## config.mk

```make
export PLATFORM = sky130hd
export DESIGN_NAME = ctt_ram
export DESIGN_NICKNAME = d
export VERILOG_FILES = /design/src/hdl/ctt_ram.sv
export SDC_FILE = /design/constraint.sdc
export NUM_CORES = 2
export LEC_CHECK = 0
export ABC_AREA = 1
export BUFFER_PORTS_ARGS = -buffer_cell sky130_fd_sc_hd__buf_2
export CAP_MARGIN = 20
export CORE_ASPECT_RATIO = 0.9
export CORE_MARGIN = 2
export CORE_UTILIZATION = 35
export DETAILED_ROUTE_END_ITERATION = 7
export PLACE_DENSITY = 0.61
export SYNTH_ARGS = -nofsm -noshare
export SYNTH_HDL_FRONTEND = slang
export SYNTH_SLANG_ARGS = --single-unit
```

## constraint.sdc

```tcl
create_clock -name clk -period 2.66 [get_ports clk]
set_input_delay 0.133 -clock clk [delete_from_list [all_inputs] [get_ports clk]]
set_output_delay 0.133 -clock clk [all_outputs]
set_load 0.005 [all_outputs]
```

## src/hdl/ctt_ram.sv

```systemverilog
module ctt_ram #(
  parameter int WIDTH = 8,
  parameter int DEPTH = 256
) (
  input  logic                     clk,
  input  logic                     we,
  input  logic [$clog2(DEPTH)-1:0] waddr,
  input  logic [WIDTH-1:0]         wdata,
  input  logic                     re,
  input  logic [$clog2(DEPTH)-1:0] raddr,
  output logic [WIDTH-1:0]         rdata
);

  logic [WIDTH-1:0] mem [DEPTH];

  // write port
  always_ff @(posedge clk) begin
    if (we) begin
      mem[waddr] <= wdata;
    end
  end

  // registered read port
  always_ff @(posedge clk) begin
    if (re) begin
      rdata <= mem[raddr];
    end
  end

endmodule

```

==> summary.md <==
| Metric | Value |
|---|---|
| CP endpoint kind | `flip-flop` |
| Syn nets | `7030` |
| GRT Total Usage | `0.194` |
| # DRC | `0` |
| Pin count of the biggest net entering global routing | `94` |
| CTS Buf Count | `196` |
| Fmax | `0.453 GHz` |
| Die height | `467 um` |
| Synth top area share | `0.740` |
| Register area share after synthesis | `0.740` |
| Die area | `0.242 sq mm` |
| RePlAce Congestion | `0.873` |
| Rel. slew slack | `0.253` |
| VDD IR-drop max | `610 uV` |
| Commonest non-fill, non-tap cell in the layout | `nand2_1` |
| # fillers | `22300` |
| IO Port Bufs | `34` |
| Worst-Margin Slew | `1120 ps` |
| Detailed Routing Iterations Pass 1 | `7` |
| Setup TNS | `0 ps` |
| Die X-Extent | `519 um` |
| Most frequent cells in the layout | `nand2_1, edfxtp_1, nand3_1` |
| Clk buf depth | `3` |
| Core area | `0.238 sq mm` |
| Hold Crit Class | `input port to flip-flop` |
| Overall Power | `67.0 mW` |
| Initial antenna violation count | `12` |
| Initial core utilization | `0.351` |
| Synth unique cells | `13` |
| Leading area contributor after synthesis | `edfxtp_1` |
| Number of max-cap violations | `0` |
| Layout cells sized above 1 | `0.107` |
| Syn Area/Cell | `11.9 sq um` |
| Clk Latency, worst-skew pair | `840 ps` |
| Clock sinks | `2056` |
| Vias in the first global route | `53500` |
| # rows | `170` |
| Ys Warns | `0` |
| Final setup vio count | `0` |
| Setup bufs post-CTS | `0` |
| Final worst slack | `452 ps` |
| First-pass GRT wire length | `355 mm` |
| CP Max Fanout | `1` |
| Worst path arrival time | `2770 ps` |
| Cells after Synth | `7003` |
| H-tree lvl count | `4` |
| Final Util | `0.405` |
| Pwr/cell area | `696 mW/mm^2` |
| Vias | `55900` |
| Slew Limit Fails | `0` |
| Reg clk slew, reported paths | `70 ps` |
| CTS Root Cell | `clkbuf_16` |
| Leak | `33.6 nW` |
| Vias per cell | `5.27` |
| Synthesized area | `0.0835 sq mm` |
| I/O pin count | `35` |
| Area Growth Syn to Fin | `15.3%` |
| Hold Vio Cnt, Final | `0` |
| DP HPWL | `145 mm` |
| Pre-CTS setup slack | `-173 ps` |
| Total congestion overflow | `0` |
| Worst Skew | `39.4 ps` |
| Detail Route Antenna Nets | `0` |
| Critical path startpoint category | `flip-flop` |
| Fin crit period | `2210 ps` |
| WL/cell | `22.6 um` |
| DRT iter0 DRCs | `7253` |
| DRT Wirelength | `240 mm` |
| WS Path Type | `flip-flop to flip-flop` |
| Synthesized flop and latch total | `2056` |
| Top cells by area, synth | `edfxtp_1, nand3_1, nand2_1, buf_2, nor2_1` |
| Result of the run | `finished, final reports clean` |
| CTS tree | `built` |
| CP required | `3220 ps` |
| Final Net Count | `7278` |
| Unrepaired setup endpoints after global routing | `false` |
| Final period util | `0.830` |
## worst max-delay path: stages (launching register included)
cell and delay, ps:
edfxtp_1 360, nand2_1 70, nand3_1 80, nand3_1 120
nand3_1 210, nand3_1 190, nand3_1 150, nand3_1 180
nand2_1 190, nand2_1 280, nand2_1 110
## final cells by class
type                       instances  area, sq um  area share
clock buffer                     246         5180      0.0538
clock inverter                   114          888     0.00923
antenna                            3         7.51   0.0000780
tap                             3182         3980      0.0414
timing repair buffer             533         5140      0.0534
sequential                      2056        61700       0.641
inverter                          39          180     0.00187
multi-input combinational       4425        19100       0.199
## where the power goes
group	switching [mW]	internal (mW)
Clock	12.1	14.8
Sequential	0.0316	35.7
Combinational	3.22	1.17
Total	15.3	51.7
## routing by layer
layer | track usage | vias to the layer above | routed length (um)
li1 | - | 25400 | -
met1 | 0.274 | 27500 | 100000
met2 | 0.302 | 2609 | 109000
met3 | 0.0384 | 382 | 22700
met4 | 0.0622 | 4 | 7170
met5 | 0 | - | 71
## registers in the layout (all words and copies together), names as in the netlist
register	flops
mem	2048
rdata	8
## timing repair
action	in CTS	in global routing
resized for setup	0	0
hold buffers	10	0
hold endpoints to repair	709	0
## stage by stage
| step | instance area (sq um) | std cells | hold WS, ps |
|---|---|---|---|
| floorplan | 83500 | 7003 | 232 |
| global placement | 90100 | 10200 | 575 |
| detailed placement | 90100 | 10200 | 577 |
| CTS | 96200 | 10600 | 24.8 |
| global route | 96300 | 10600 | 82.1 |
| finish | 96300 | 10600 | 94.9 |
## cell families after synthesis
kind of cell | count (synthesis) | synth area share
flops | 2056 | 0.740
simple gates | 4425 | 0.229
buf+inv | 522 | 0.0312
## final timing paths
kind                         start                     to  slack (ps)  cells past startpoint
max           mem[29][5]$_DFFE_PP_     rdata[5]$_DFFE_PP_         450                     10
min                       waddr[7]  mem[139][5]$_DFFE_PP_          90                      5
max reg2reg   mem[29][5]$_DFFE_PP_     rdata[5]$_DFFE_PP_         450                     10
min reg2reg  mem[172][7]$_DFFE_PP_     rdata[7]$_DFFE_PP_        1040                     10
## Yosys cell counts
cell	n
buf_1	40
buf_2	268
buf_4	46
buf_6	16
buf_8	1
clkbuf_1	112
edfxtp_1	2056
inv_1	36
inv_2	2
inv_4	1
nand2_1	2123
nand3_1	2019
nor2_1	283
Note: power is estimated with default switching activity, not from simulation.
