**config.mk**
```make
export PLATFORM = sky130hd
export DESIGN_NAME = ctt_cfg
export DESIGN_NICKNAME = d
export VERILOG_FILES = /design/src/hdl/ctt_pkg.sv /design/src/hdl/ctt_cfg.sv
export SDC_FILE = /design/constraint.sdc
export NUM_CORES = 1
export LEC_CHECK = 0
export ABC_AREA = 1
export BUFFER_PORTS_ARGS = -buffer_cell sky130_fd_sc_hd__buf_4
export CORE_UTILIZATION = 42
export CTS_BUF_LIST = sky130_fd_sc_hd__clkbuf_4 sky130_fd_sc_hd__clkbuf_8
export CTS_CLUSTER_SIZE = 10
export DETAILED_ROUTE_END_ITERATION = 6
export PLACE_DENSITY = 0.68
export SLEW_MARGIN = 30
export SYNTH_ARGS = -nofsm -noshare
export SYNTH_HDL_FRONTEND = slang
export SYNTH_SLANG_ARGS = --single-unit
```
**constraint.sdc**
```tcl
create_clock -name clk -period 1.15 [get_ports clk]
set_input_delay 0.23 -clock clk [delete_from_list [all_inputs] [get_ports clk]]
set_output_delay 0.23 -clock clk [all_outputs]
set_load 0.02 [all_outputs]
```
**src/hdl/ctt_pkg.sv**
```systemverilog
package ctt_pkg;

  localparam int TABLE_ENTRIES_DEF  = 256;
  localparam int CLEANUP_PERIOD_DEF = 1000;

  localparam logic [7:0] PROTO_TCP = 8'd6;
  localparam logic [7:0] PROTO_UDP = 8'd17;

  localparam logic [1:0] FUNC_PACKET  = 2'd0;
  localparam logic [1:0] FUNC_REMOVE  = 2'd1;
  localparam logic [1:0] FUNC_CLEANUP = 2'd2;
  localparam logic [1:0] FUNC_UNUSED  = 2'd3;

  localparam logic [1:0] STATUS_OK        = 2'd0;
  localparam logic [1:0] STATUS_FULL      = 2'd1;
  localparam logic [1:0] STATUS_NOT_FOUND = 2'd2;

  localparam logic [1:0] FLOW_NONE = 2'd0;
  localparam logic [1:0] FLOW_SYN  = 2'd1;
  localparam logic [1:0] FLOW_EST  = 2'd2;

  localparam int CFG_IDX_W = 3;
  localparam logic [CFG_IDX_W-1:0] CFG_MAX_FLOWS   = 3'd0;
  localparam logic [CFG_IDX_W-1:0] CFG_TCP_INIT_TO = 3'd1;
  localparam logic [CFG_IDX_W-1:0] CFG_UDP_TO      = 3'd2;
  localparam logic [CFG_IDX_W-1:0] CFG_EST_TO      = 3'd3;
  localparam logic [CFG_IDX_W-1:0] CFG_OTHER_TO    = 3'd4;

  localparam logic [8:0]  MAX_FLOWS_RST   = 9'd256;
  localparam logic [31:0] TCP_INIT_TO_RST = 32'd10;
  localparam logic [31:0] UDP_TO_RST      = 32'd30;
  localparam logic [31:0] EST_TO_RST      = 32'd432000;
  localparam logic [31:0] OTHER_TO_RST    = 32'd300;

  localparam logic [8:0] EVICT_MAX = 9'd511;

  typedef struct packed {
    logic [8:0]  max_flows;
    logic [31:0] tcp_initial_timeout;
    logic [31:0] udp_timeout;
    logic [31:0] established_timeout;
    logic [31:0] other_timeout;
  } cfg_regs_t;

  typedef struct packed {
    logic [31:0] sa;
    logic [31:0] da;
    logic [15:0] sp;
    logic [15:0] dp;
    logic [7:0]  pr;
  } flow_key_t;

  typedef struct packed {
    logic [1:0]  flow_state;
    logic [31:0] timeout;
    logic [31:0] seen_at;
    logic [31:0] orig_packets;
    logic [31:0] reply_packets;
    logic        reply_seen;
    logic [31:0] seq;
    logic [31:0] ack;
  } entry_data_t;

  typedef enum logic [2:0] {
    ST_IDLE,
    ST_SCAN,
    ST_DECIDE,
    ST_MOD,
    ST_DONE
  } ctl_state_t;

  function automatic logic [31:0] sat_inc(input logic [31:0] v);
    return (v == 32'hFFFF_FFFF) ? v : v + 32'd1;
  endfunction

endpackage

```
**src/hdl/ctt_cfg.sv**
```systemverilog
module ctt_cfg import ctt_pkg::*; (
  input  logic                 clk,
  input  logic                 rst,
  input  logic                 cfg_write,
  input  logic [CFG_IDX_W-1:0] cfg_index,
  input  logic [31:0]          cfg_data,
  output cfg_regs_t            regs
);

  // decode register writes, ignore unknown indexes
  always_ff @(posedge clk) begin
    if (rst) begin
      regs.max_flows           <= MAX_FLOWS_RST;
      regs.tcp_initial_timeout <= TCP_INIT_TO_RST;
      regs.udp_timeout         <= UDP_TO_RST;
      regs.established_timeout <= EST_TO_RST;
      regs.other_timeout       <= OTHER_TO_RST;
    end else if (cfg_write) begin
      case (cfg_index)
        CFG_MAX_FLOWS:   regs.max_flows           <= cfg_data[8:0];
        CFG_TCP_INIT_TO: regs.tcp_initial_timeout <= cfg_data;
        CFG_UDP_TO:      regs.udp_timeout         <= cfg_data;
        CFG_EST_TO:      regs.established_timeout <= cfg_data;
        CFG_OTHER_TO:    regs.other_timeout       <= cfg_data;
        default: ;
      endcase
    end
  end

endmodule

```
==> impl_results.md <==
* Warnings from Yosys at 0
* Max reg flops at 137
* Post-route setup slack at 0.0108 ns
* Port buffer count at between 150 and 200
* Pre-antenna DRT Iters at 7
* Gp weighted congestion at 0.838
* Fmax at 878 MHz
* Post-synthesis cell type count at 12
* Sum Neg Setup Slack at 0 ns
* Syn Nets at slightly above 800
* Hold Fails Final Rpt at 0
* GRT Util Overall at 26.1%
* Final setup violation count at 0
* Area of the core at between 10,000 and 15,000 um2
* Total Wirelength at 16.8 mm
* Worst slew pin tran at 0.311 ns
* Worst hold path type: input port to flop
* Largest Register: regs
* Psw at between 2000 and 3000 uW
* Root Driver: clkbuf_8
* Final min period at 1.14 ns
* RSZ-0062 raised after global routing: yes
* Slowest-stage cell, CP: dfxtp_2
* Routed Antenna Nets at 0
* Synthesized area per cell at 6.94 um2
* Critical path buffer and inverter count at 1
* Die Width at 115 um
* Sw Share at 25.0%
* WP data arrival at 0.91 ns
* Worst setup EP type: output pin
* Post-synthesis register bit count at 137
* Clock power share at 41.8%
* CTS Buf Count at 17
* Detail Placement HPWL at 11.4 mm
* Max VDD drop at about 0.77 mV
* GR Overflow Total at 0
* Slew Viols, Final at 0
* Delay-heaviest family, CP: flip-flops
* Clk slew on worst S/H paths at 0.08 ns
* Outcome: finished, final reports clean
* Pwr Density at 1360 nW/um2
* R2r endpoint: regs[87]$_SDFFE_PP0P_
* Placed cell count at roughly 1,100
* Req. time, crit path at just over 0.9 ns
* Clk_lat worst skew at 0.42 ns
* Final net count at 1,011
* Mapped Cells at 777
* Hold depth at 3
* Post-route total power at approximately 11,000 uW
* DP Worst Slack at -0.0520 ns
* DR iter-0 viols at slightly below 400
* Sequential cell area fraction in the yosys report at 50.9%
* I/O pins at 175
* Top Layer Used: met4
* Worst hold start: cfg_data[7]
* Slew HR at 79.2%
* Drt drc at 0
* Crit Path Max Fanout at 2
* WL/cell at about 15 um
* Met2 WL post-DR at just over 8 mm
* Final Cycle Share at between 90% and 100%
* Pleak at 0.00393 uW
* Final antenna diode count at 0
* Initial Utilization at a little over two fifths
* Max-cap violations at 0
* Worst Hold End: regs[39]$_SDFFE_PP1P_
* Util after Layout at 67.2%
* Synthesis-to-layout area growth at 56.7%
* Clk_skew at 0 ns
* Worst Setup Path Type: flop to output pin
* R2R cell count at 3
* Post-DR vias/cell at 4.85
* Initial antenna violation count at 0
* Combinational power share at 14.0%
* Layout cell share with drive strength beyond 1 at 40.9%
* CTS tree: done
* Max Buffers Root-to-Sink at 2
* Slack of the worst reg-to-reg path at 0.44 ns
* CP Launch Type: flop
* Non-Filler Instances at 1,157
* H-tree Lvls at 4
* Crit-path max cell delay at approximately 0.36 ns
* Biggest regs: regs: 137 flops
* First-pass GRT wire length at 26.4 mm
* Wl on met1 at 7.32 mm
* Sequential Power Share at between 40% and 50%
* CTS Sinks at 137
* Via Count at 5,608
* R2r startpoint: regs[87]$_SDFFE_PP0P_
* Worst path cell trace: buf_6
* Die Ht at 115 um
* Die Area at between 10,000 and 15,000 um2
* WL met3 at 1.04 mm
* Cell Int Power at approximately 8600 uW
* Largest net degree at the start of global routing at 53
* Syn Std Cell Area at ~5400 um2
* Fillers at between 1,000 and 1,500
* Vias in the first global route at between 5,000 and 6,000
* Num rows at approximately 40
-- tightest hold or removal path: stages --
cell and delay, ns:
buf_4 0.09, nand2_1 0.05, nand3_1 0.07
-- power groups by stage --
stage / clock network (uW) / logic, uW / registers [uW]
after floorplan: 0 / 600 / 5300
after global placement: 0 / 1450 / 5110
after detailed placement: 0 / 1460 / 5120
after CTS: 4830 / 1590 / 5070
after global routing: 5080 / 1740 / 5090
final: 4790 / 1610 / 5070
-- layer usage --
metal  vias up  track usage, %
li1       2794               -
met3        31            6.75
met4         0            10.9
met2       180            42.5
met5         -               0
met1      2603            32.7
-- worst max-delay path by stage --
stage / startpoint / slack, ns / cells after the start / to
after floorplan: cfg_write / 0.12 / 7 / regs[51]$_SDFFE_PP0P_
after global placement: cfg_index[2] / -0.04 / 8 / regs[95]$_SDFFE_PP0P_
after detailed placement: cfg_index[2] / -0.05 / 6 / regs[42]$_SDFFE_PP1P_
after CTS: regs[125]$_SDFFE_PP0P_ / -0.02 / 1 / regs[125]
after global routing: regs[98]$_SDFFE_PP0P_ / -0.03 / 1 / regs[98]
final: regs[98]$_SDFFE_PP0P_ / 0.01 / 1 / regs[98]
-- area by class of cell --
cell class                      count  area [um2]  area share (%)
Tap cell                          172         215            2.55
Clock inverter                     11         219            2.59
Timing Repair Buffer              229        2400            28.4
Clock buffer                       20         269            3.18
Multi-Input combinational cell    549        2280            27.0
Inverter                           39         149            1.76
Sequential cell                   137        2910            34.5
-- cell usage in the layout (no fill, tap or decap), types with 6 or more instances in the layout --
master / instances
buf_12: 12
buf_4: 75
buf_6: 137
bufinv_16: 6
clkbuf_8: 19
dfxtp_2: 137
inv_1: 36
nand2_1: 167
nand3_1: 137
nor2_1: 236
nor2_4: 6
-- through the flow --
stage / area (um2) / hold WS (ns)
after floorplan: 5390 / 0.343
after global placement: 7160 / 0.451
after detailed placement: 7160 / 0.449
after CTS: 8400 / 0.00754
after global routing: 8450 / 0.0122
final: 8450 / 0.0352
-- kinds of logic after synthesis --
logic type,Yosys count,share of synthesized area (%)
AND/OR/NAND/NOR,549,41.6
flip-flops,137,50.9
buffers and inverters,91,7.47
-- repair_timing --
item | 4_1_cts | 5_1_grt
resized for setup | 268 | 6
setup buffers | 5 | 4
hold buffers | 5 | 0
endpoints found under the hold margin | 5 | 0
setup endpoints to repair | 137 | 102
cloned | 0 | 0
-- cell usage after synthesis --
master    count  area share (%)
nor2_1      240              17
nand2_1     167              12
dfxtp_1     137              51
nand3_1     137              13
inv_1        37             2.6
buf_2        28             2.6
buf_1        10            0.70
buf_4         7            0.97
clkbuf_1      7            0.49
nor2_2        5            0.58
clkinv_1      1           0.070
inv_2         1           0.070
Power figures use the tool's default switching activity.
